**src/design/lpg_pkg.sv**
```systemverilog
`timescale 1ns / 1ps

package lpg_pkg;

  // Default field widths.
  localparam int COORD_BITS_DEF = 11;
  localparam int COLOR_BITS_DEF = 32;

  // Fixed widths of the width register and the framebuffer address.
  localparam int WIDTH_BITS = 12;
  localparam int ADDR_BITS  = 22;
  localparam logic [WIDTH_BITS-1:0] WIDTH_RESET = 12'd640;

  // Configuration port.
  localparam int PADDR_BITS = 3;
  localparam int PDATA_BITS = 32;
  localparam logic REG_SCREEN_WIDTH = 1'b0;

  // Request codes.
  localparam logic CMD_LOAD = 1'b0;
  localparam logic CMD_STEP = 1'b1;

  // Controller to datapath.
  typedef struct packed {
    logic load;
    logic step;
  } lpg_cmd_t;

  // Datapath to controller.
  typedef struct packed {
    logic nonzero;
    logic last;
  } lpg_status_t;

endpackage

```
**src/design/lpg_ctrl.sv**
```systemverilog
`timescale 1ns / 1ps

module lpg_ctrl
  import lpg_pkg::*;
(
  input  logic        clk,
  input  logic        rst,
  input  logic        in_valid,
  output logic        in_stall,
  input  logic        cmd,
  output logic        out_valid,
  input  logic        out_stall,
  input  lpg_status_t sts,
  output lpg_cmd_t    ctl
);

  localparam logic ST_IDLE   = 1'b0;
  localparam logic ST_ACTIVE = 1'b1;

  logic state;
  logic state_next;
  logic out_valid_next;
  logic accept;

  // A new request may enter unless a finished pixel is still held.
  assign in_stall = out_valid & out_stall;
  assign accept   = in_valid & ~in_stall;

  assign ctl.load = accept & (cmd == CMD_LOAD);
  assign ctl.step = accept & (cmd == CMD_STEP) & (state == ST_ACTIVE);

  always_comb begin
    state_next = state;
    if (ctl.load) begin
      state_next = sts.nonzero ? ST_ACTIVE : ST_IDLE;
    end else if (ctl.step && sts.last) begin
      state_next = ST_IDLE;
    end
  end

  always_comb begin
    if (ctl.step) begin
      out_valid_next = 1'b1;
    end else if (out_stall) begin
      out_valid_next = out_valid;
    end else begin
      out_valid_next = 1'b0;
    end
  end

  always_ff @(posedge clk) begin
    if (rst) begin
      state     <= ST_IDLE;
      out_valid <= 1'b0;
    end else begin
      state     <= state_next;
      out_valid <= out_valid_next;
    end
  end

`ifndef SYNTHESIS
  a_last_ends_line: assert property (@(posedge clk) disable iff (rst)
    ctl.step && sts.last |=> state == ST_IDLE)
    else $error("line still active after its final pixel");

  a_empty_load_idle: assert property (@(posedge clk) disable iff (rst)
    ctl.load && !sts.nonzero |=> state == ST_IDLE)
    else $error("zero-length line became active");

  a_step_gives_pixel: assert property (@(posedge clk) disable iff (rst)
    ctl.step |=> out_valid)
    else $error("step produced no pixel");

  a_held_pixel_kept: assert property (@(posedge clk) disable iff (rst)
    out_valid && out_stall |=> out_valid)
    else $error("stalled pixel was dropped");
`endif

endmodule

```
**src/design/lpg_datapath.sv**
```systemverilog
`timescale 1ns / 1ps

module lpg_datapath
  import lpg_pkg::*;
#(
  parameter int COORD_BITS = COORD_BITS_DEF,
  parameter int COLOR_BITS = COLOR_BITS_DEF
) (
  input  logic                  clk,
  input  logic                  rst,
  input  lpg_cmd_t              ctl,
  output lpg_status_t           sts,
  input  logic [COORD_BITS-1:0] start_x,
  input  logic [COORD_BITS-1:0] start_y,
  input  logic [COORD_BITS-1:0] end_x,
  input  logic [COORD_BITS-1:0] end_y,
  input  logic [COLOR_BITS-1:0] line_color,
  output logic [COORD_BITS-1:0] pix_x,
  output logic [COORD_BITS-1:0] pix_y,
  output logic [ADDR_BITS-1:0]  pix_addr,
  output logic [COLOR_BITS-1:0] pix_color,
  output logic                  last,
  input  logic                  psel,
  input  logic                  penable,
  input  logic                  pwrite,
  input  logic [PADDR_BITS-1:0] paddr,
  input  logic [PDATA_BITS-1:0] pwdata,
  output logic [PDATA_BITS-1:0] prdata
);

  localparam int ERR_BITS  = COORD_BITS + 3;
  localparam int STEP_BITS = COORD_BITS + 2;
  localparam int PROD_BITS = COORD_BITS + WIDTH_BITS;
  localparam int SUM_BITS  = (PROD_BITS > ADDR_BITS) ? PROD_BITS : ADDR_BITS;

  logic [WIDTH_BITS-1:0] screen_width;

  logic [COORD_BITS-1:0] major_pos;
  logic [COORD_BITS-1:0] minor_pos;
  logic [COORD_BITS-1:0] major_end;
  logic [ERR_BITS-1:0]   err_acc;
  logic [STEP_BITS-1:0]  err_inc;
  logic [STEP_BITS-1:0]  err_dec;
  logic                  major_down;
  logic                  minor_down;
  logic                  steep;
  logic [COLOR_BITS-1:0] held_color;

  logic [COORD_BITS-1:0] adx;
  logic [COORD_BITS-1:0] ady;
  logic                  ld_steep;
  logic [COORD_BITS-1:0] ld_major_abs;
  logic [COORD_BITS-1:0] ld_minor_abs;

  logic [COORD_BITS-1:0] next_major;
  logic [COORD_BITS-1:0] next_minor;
  logic [ERR_BITS-1:0]   err_sum;
  logic                  minor_move;
  logic [COORD_BITS-1:0] cur_x;
  logic [COORD_BITS-1:0] cur_y;
  logic [PROD_BITS-1:0]  row_base;
  logic [SUM_BITS-1:0]   addr_sum;

  // Configuration register.
  always_ff @(posedge clk) begin
    if (rst) begin
      screen_width <= WIDTH_RESET;
    end else if (psel && penable && pwrite && paddr[2] == REG_SCREEN_WIDTH) begin
      screen_width <= pwdata[WIDTH_BITS-1:0];
    end
  end

  assign prdata = (paddr[2] == REG_SCREEN_WIDTH) ?
                  PDATA_BITS'(screen_width) : '0;

  // Octant setup from the endpoint deltas.
  assign adx          = (start_x > end_x) ? (start_x - end_x) : (end_x - start_x);
  assign ady          = (start_y > end_y) ? (start_y - end_y) : (end_y - start_y);
  assign ld_steep     = ady > adx;
  assign ld_major_abs = ld_steep ? ady : adx;
  assign ld_minor_abs = ld_steep ? adx : ady;

  // One Bresenham step.
  assign next_major = major_down ? (major_pos - 1'b1) : (major_pos + 1'b1);
  assign err_sum    = err_acc + {1'b0, err_inc};
  assign minor_move = ~err_sum[ERR_BITS-1];
  assign next_minor = minor_down ? (minor_pos - 1'b1) : (minor_pos + 1'b1);

  assign cur_x    = steep ? minor_pos : major_pos;
  assign cur_y    = steep ? major_pos : minor_pos;
  assign row_base = cur_y * screen_width;
  assign addr_sum = SUM_BITS'(row_base) + SUM_BITS'(cur_x);

  assign sts.nonzero = (adx != '0) || (ady != '0);
  assign sts.last    = next_major == major_end;

  always_ff @(posedge clk) begin
    if (rst) begin
      major_pos  <= '0;
      minor_pos  <= '0;
      major_end  <= '0;
      err_acc    <= '0;
      err_inc    <= '0;
      err_dec    <= '0;
      major_down <= 1'b0;
      minor_down <= 1'b0;
      steep      <= 1'b0;
      held_color <= '0;
    end else if (ctl.load) begin
      steep      <= ld_steep;
      major_pos  <= ld_steep ? start_y : start_x;
      major_end  <= ld_steep ? end_y : end_x;
      minor_pos  <= ld_steep ? start_x : start_y;
      major_down <= ld_steep ? (start_y > end_y) : (start_x > end_x);
      minor_down <= ld_steep ? (start_x > end_x) : (start_y > end_y);
      err_inc    <= {1'b0, ld_minor_abs, 1'b0};
      err_dec    <= {1'b0, ld_major_abs, 1'b0};
      err_acc    <= ERR_BITS'(0) - {3'b000, ld_major_abs};
      held_color <= line_color;
    end else if (ctl.step) begin
      major_pos <= next_major;
      if (minor_move) begin
        minor_pos <= next_minor;
        err_acc   <= err_sum - {1'b0, err_dec};
      end else begin
        err_acc   <= err_sum;
      end
    end
  end

  // Output register for the emitted pixel.
  always_ff @(posedge clk) begin
    if (ctl.step) begin
      pix_x     <= cur_x;
      pix_y     <= cur_y;
      pix_addr  <= addr_sum[ADDR_BITS-1:0];
      pix_color <= held_color;
      last      <= sts.last;
    end
  end

endmodule

```
**src/design/line_pixel_generator.sv**
```systemverilog
`timescale 1ns / 1ps

// Integer line rasterizer. A load request (cmd = 0) gives two endpoints and a
// color; the block compares the absolute deltas to choose the major axis (x
// wins a tie) and arms its error term. Every step request (cmd = 1) on an
// active line emits one framebuffer write at pix_y * screen_width + pix_x,
// taken modulo 2^22, and advances one pixel. The second endpoint is never
// drawn, a zero-length line draws nothing, a step with no active line gives
// no pixel, and a load drops any line in progress. The final pixel carries
// last = 1. No clipping is done. The error update is one add, a sign test
// and one subtract, and the address uses one 11 by 12 bit multiply feeding
// the output register. A pixel appears on the output in the cycle after its
// step request is accepted, and requests can be taken on every cycle while
// in_stall is low. While a pixel sits in the output register with out_stall
// high, in_stall is raised. The screen_width register (byte address 0, reset
// 640) is written through the APB-style port and should be changed only
// while no line is being drawn. After reset no line is active.
module line_pixel_generator
  import lpg_pkg::*;
#(
  parameter int COORD_BITS = COORD_BITS_DEF,
  parameter int COLOR_BITS = COLOR_BITS_DEF
) (
  input  logic                  clk,
  input  logic                  rst,
  // Request channel.
  input  logic                  in_valid,
  output logic                  in_stall,
  input  logic                  cmd,
  input  logic [COORD_BITS-1:0] start_x,
  input  logic [COORD_BITS-1:0] start_y,
  input  logic [COORD_BITS-1:0] end_x,
  input  logic [COORD_BITS-1:0] end_y,
  input  logic [COLOR_BITS-1:0] line_color,
  // Pixel channel.
  output logic                  out_valid,
  input  logic                  out_stall,
  output logic [COORD_BITS-1:0] pix_x,
  output logic [COORD_BITS-1:0] pix_y,
  output logic [ADDR_BITS-1:0]  pix_addr,
  output logic [COLOR_BITS-1:0] pix_color,
  output logic                  last,
  // Configuration port.
  input  logic                  psel,
  input  logic                  penable,
  input  logic                  pwrite,
  input  logic [PADDR_BITS-1:0] paddr,
  input  logic [PDATA_BITS-1:0] pwdata,
  output logic [PDATA_BITS-1:0] prdata,
  output logic                  pready
);

  lpg_cmd_t    ctl;
  lpg_status_t sts;

  // The register file never inserts wait states.
  assign pready = 1'b1;

  // The controller tracks whether a line is active and owns both handshakes.
  lpg_ctrl u_ctrl (
    .clk       (clk),
    .rst       (rst),
    .in_valid  (in_valid),
    .in_stall  (in_stall),
    .cmd       (cmd),
    .out_valid (out_valid),
    .out_stall (out_stall),
    .sts       (sts),
    .ctl       (ctl)
  );

  // The datapath holds the line state, the error arithmetic, the address
  // multiply and the pixel output register.
  lpg_datapath #(
    .COORD_BITS (COORD_BITS),
    .COLOR_BITS (COLOR_BITS)
  ) u_datapath (
    .clk        (clk),
    .rst        (rst),
    .ctl        (ctl),
    .sts        (sts),
    .start_x    (start_x),
    .start_y    (start_y),
    .end_x      (end_x),
    .end_y      (end_y),
    .line_color (line_color),
    .pix_x      (pix_x),
    .pix_y      (pix_y),
    .pix_addr   (pix_addr),
    .pix_color  (pix_color),
    .last       (last),
    .psel       (psel),
    .penable    (penable),
    .pwrite     (pwrite),
    .paddr      (paddr),
    .pwdata     (pwdata),
    .prdata     (prdata)
  );

endmodule
```
**config.mk**
```make
export PLATFORM = sky130hd
export DESIGN_NAME = line_pixel_generator
export DESIGN_NICKNAME = d
export VERILOG_FILES = /design/src/design/lpg_pkg.sv /design/src/design/lpg_ctrl.sv /design/src/design/lpg_datapath.sv /design/src/design/line_pixel_generator.sv
export SDC_FILE = /design/constraint.sdc
export NUM_CORES = 1
export LEC_CHECK = 0
export BUFFER_PORTS_ARGS = -buffer_cell sky130_fd_sc_hd__buf_2
export CORE_MARGIN = 5
export CORE_UTILIZATION = 55
export DETAILED_ROUTE_END_ITERATION = 8
export GPL_TIMING_DRIVEN = 0
export PLACE_DENSITY_LB_ADDON = 0.2
export SETUP_SLACK_MARGIN = 0.4
export SLEW_MARGIN = 20
export SYNTH_ARGS = -nofsm -noshare
export SYNTH_HDL_FRONTEND = slang
export SYNTH_SLANG_ARGS = --single-unit
```
**constraint.sdc**
```tcl
create_clock -name clk -period 16.3 [get_ports clk]
set_input_delay 3.26 -clock clk [delete_from_list [all_inputs] [get_ports clk]]
set_output_delay 3.26 -clock clk [all_outputs]
set_load 0.1 [all_outputs]
```
==> results.py <==
metrics = {
    "global_route": {
        "grt_antenna_before_repair": 1,
        "grtUsageTotal_pct": 28.2,
        "overflow": 0,
        "grt_pass1_wl_microns": 77100,
        "grt_max_degree": 50,
        "grt_pass1_vias": 14600,
    },
    "synth": {
        "synth_top_area_share_pct": 13.7,
        "muxShareOfSynthArea_pct": 2.79,
        "synthesis.area_sq_um": 17100,
        "synth_ff_type": "dfxtp_1",
        "synthArstFlopShare_pct": 0,
        "ys_seq_elements": 194,
        "synth_compound_area_share_pct": 15.4,
        "yosysWarnings": 0,
        "yosysUniqueCellTypes": 89,
        "synthXorXnorAreaFrac_pct": 4.46,
        "synth-adder-area-share_pct": 23.8,
        "synth_top_family_by_area": "adder cells",
        "synth_edf_count": 77,
        "synth_simple_gate_area_share_pct": 18.0,
        "synth_top_area_cell": "dfxtp_1",
        "synthCells": 1980,
        "avgSynthCellArea_sq_um": 8.62,
        "synthTopCellsByArea": "dfxtp_1 (14%), edfxtp_1 (14%), fa_1 (13%)",
        "seq_area_frac_synth_pct": 27.3,
    },
    "setup_path": {
        "worstSetupStartpointType": "primary input",
        "max_stage_delay_ns": 0.60,
        "reg2reg_to": "u_datapath.pix_addr[18]$_DFFE_PP_",
        "critPathLaunch": "start_y[1]",
        "endpoint": "u_datapath.err_acc[8]$_SDFFE_PP0P_",
        "crit_arrival_ns": 9.84,
        "critPathKind": "in2reg",
        "crit_required_ns": 16.63,
        "endpoint_kind": "register",
        "crit_path_top_delay_cell": "a41oi_2",
        "crit_top_cell": "ha_1",
        "cp_max_fo": 10,
        "r2r_cells": 23,
        "rrSetupSlack_ns": 9.28,
        "reg2reg_from": "u_datapath.steep$_SDFFE_PP0P_",
    },
    "route": {
        "dr.pass1.iters": 6,
        "drc": 0,
        "vias": 14900,
        "dr.first_iter.drc_count": 1271,
        "post_drt_via_cell_ratio": 5.71,
        "drtAntennaViolNets": 0,
        "wl_per_cell_microns": 18.7,
        "wl_microns": 48900,
    },
    "final_layout": {
        "final_common_cell": "nand2_1",
        "fin_nets": 2584,
        "syn2layout_area_growth_pct": 12.7,
        "regArea_sq_um": 4650,
        "final_cell_mix": "nand2_1 (287), inv_1 (225), buf_2 (189), ha_1 (153), nor2_1 (128)",
        "multiInputGateArea_sq_um": 11100,
        "fin_util_pct": 62.9,
        "final_cells": 2615,
        "drive_above_1_share_pct": 13.5,
        "fill_cells": 2714,
    },
    "power_and_ir_drop": {
        "powerDensity_nw_per_um2": 99.4,
        "ir_drop_mv": 0.0781,
        "p_leak_uw": 0.00888,
    },
    "placed_design": {
        "port_buffers": 186,
        "hpwlAfterDp_microns": 39600,
        "place_inst": 2582,
        "place.gp.congestion": 0.981,
    },
    "sta": {
        "finalHoldViolations": 0,
        "period_minus_slack_ns": 9.51,
        "finalMaxSlewViolations": 0,
        "fin_skew_ns": 0.0135,
        "max_slew_margin_pct": 34.3,
        "rsz0062_at_grt": "false",
        "fmax_mhz": 105,
        "post-route-period-util_pct": 58.4,
        "worst-slew-pin-transition_ns": 0.976,
        "finalSetupViolCount": 0,
        "setup-tns-final_ns": 0,
    },
    "cts": {
        "cts_made_buffers": 17,
        "cts_hold_buf": 0,
        "cts_resized": 0,
        "h-tree-depth": 4,
        "cts_tree": "built",
        "cts_setup_buffers": 0,
        "clockRootBuffer": "clkbuf_16",
        "cts_buffer_depth": 2,
        "cts_sinks": 194,
        "clkTransAtPathRegs_ns": 0.08,
        "clkLatencyLatePin_ns": 0.45,
    },
    "job": {
        "drv_cap": 0,
    },
    "die": {
        "die_area_sq_um": 34700,
        "io-pin-count": 231,
        "die-height_microns": 186,
        "start_util_pct": 55.8,
        "core_area_sq_um": 30600,
        "die_w_microns": 186,
        "rows": 64,
    },
    "outcome": {
        "status": "finished, final reports clean",
    },
    "hold_path": {
        "holdCritPathClass": "reg2reg",
    },
}
[layout make-up]
cell class              count  area share [%]
diodes                      1          0.0130
plain buffers             117            2.93
clock buffers              18            2.28
clock inverters            14           0.969
inverters                 227            4.44
multi-input cells        1461            57.6
flip-flops and latches    194            24.2
well taps                 396            2.58
repair buffers            187            4.98
[state kept, by name, indices dropped and copies added (netlist names), 11 cells and up]
| signal | flops |
|---|---|
| u_datapath.err_dec | 11 |
| u_datapath.pix_x | 11 |
| u_datapath.major_pos | 11 |
| u_datapath.pix_y | 11 |
| u_datapath.err_acc | 13 |
| u_datapath.pix_addr | 22 |
| u_datapath.screen_width | 12 |
| u_datapath.held_color | 32 |
| u_datapath.major_end | 11 |
| u_datapath.minor_pos | 11 |
| u_datapath.err_inc | 11 |
| u_datapath.pix_color | 32 |
[cells in the mapped netlist (15+ instances only)]
| master | n |
|---|---|
| a211oi_1 | 56 |
| a21o_1 | 20 |
| a21oi_1 | 123 |
| and2_1 | 66 |
| buf_1 | 15 |
| buf_4 | 26 |
| clkbuf_1 | 70 |
| dfxtp_1 | 117 |
| edfxtp_1 | 77 |
| fa_1 | 107 |
| ha_1 | 153 |
| inv_1 | 226 |
| mux2i_1 | 34 |
| nand2_1 | 287 |
| nand3_1 | 30 |
| nor2_1 | 128 |
| nor2b_1 | 38 |
| nor3_1 | 42 |
| o211ai_1 | 30 |
| o21a_1 | 15 |
| o21ai_0 | 59 |
| xnor2_1 | 59 |
| xor2_1 | 26 |
[stage by stage]
step           cell area, sq um  hold WS [ns]  total power, uW  setup slack, ns
2_1_floorplan             17100         0.408             1240             8.00
3_3_place_gp              18600         0.411             1440             6.48
3_5_place_dp              18600         0.415             1460             6.42
4_1_cts                   19200         0.431             1900             6.91
5_1_grt                   19200         0.442             2030             6.44
6_report                  19200         0.430             1910             6.79
[worst min path at each step]
stage,cells after the start,start,to,slack (ns)
floorplan,0,u_datapath.held_color[0]$_SDFFE_PP0P_,u_datapath.pix_color[0]$_DFFE_PP_,0.41
finish,0,u_datapath.held_color[3]$_SDFFE_PP0P_,u_datapath.pix_color[3]$_DFFE_PP_,0.43
CTS,0,u_datapath.held_color[3]$_SDFFE_PP0P_,u_datapath.pix_color[3]$_DFFE_PP_,0.43
global placement,0,u_datapath.held_color[4]$_SDFFE_PP0P_,u_datapath.pix_color[4]$_DFFE_PP_,0.41
global route,0,u_datapath.held_color[3]$_SDFFE_PP0P_,u_datapath.pix_color[3]$_DFFE_PP_,0.44
detailed placement,0,u_datapath.held_color[4]$_SDFFE_PP0P_,u_datapath.pix_color[4]$_DFFE_PP_,0.41
[routing by layer]
metal	wire [microns]	global-route usage, %	vias up
met5	0	0	-
met1	21300	39.9	7095
met2	21600	44.8	685
li1	-	-	7076
met3	4410	3.81	80
met4	1500	9.76	0
[where the power goes]
group	total, uW	switching [uW]	internal (uW)
registers	573	29.3	543
logic	904	582	322
clock network	435	209	226
[worst max-delay path: cells and delay by family]
family                   cells  cell delay, ns
buffers and inverters        4            0.80
AND/OR/NAND/NOR              9            2.00
AO/OA/AOI/OAI                7            2.08
multiplexers                 1            0.42
adder cells (fa/ha/maj)      3            0.99
XOR/XNOR                     1            0.27
[logic make-up (layout without fill, tap and decap cells)]
group           after synthesis  in the layout
fa+ha+maj                   260            260
buf+inv                     344            563
other cells                   2             22
flops                       194            194
xor+xnor                     86             86
compound gates              390            390
simple gates                658            658
mux                          46             46
Note: power is estimated with default switching activity, not from simulation.
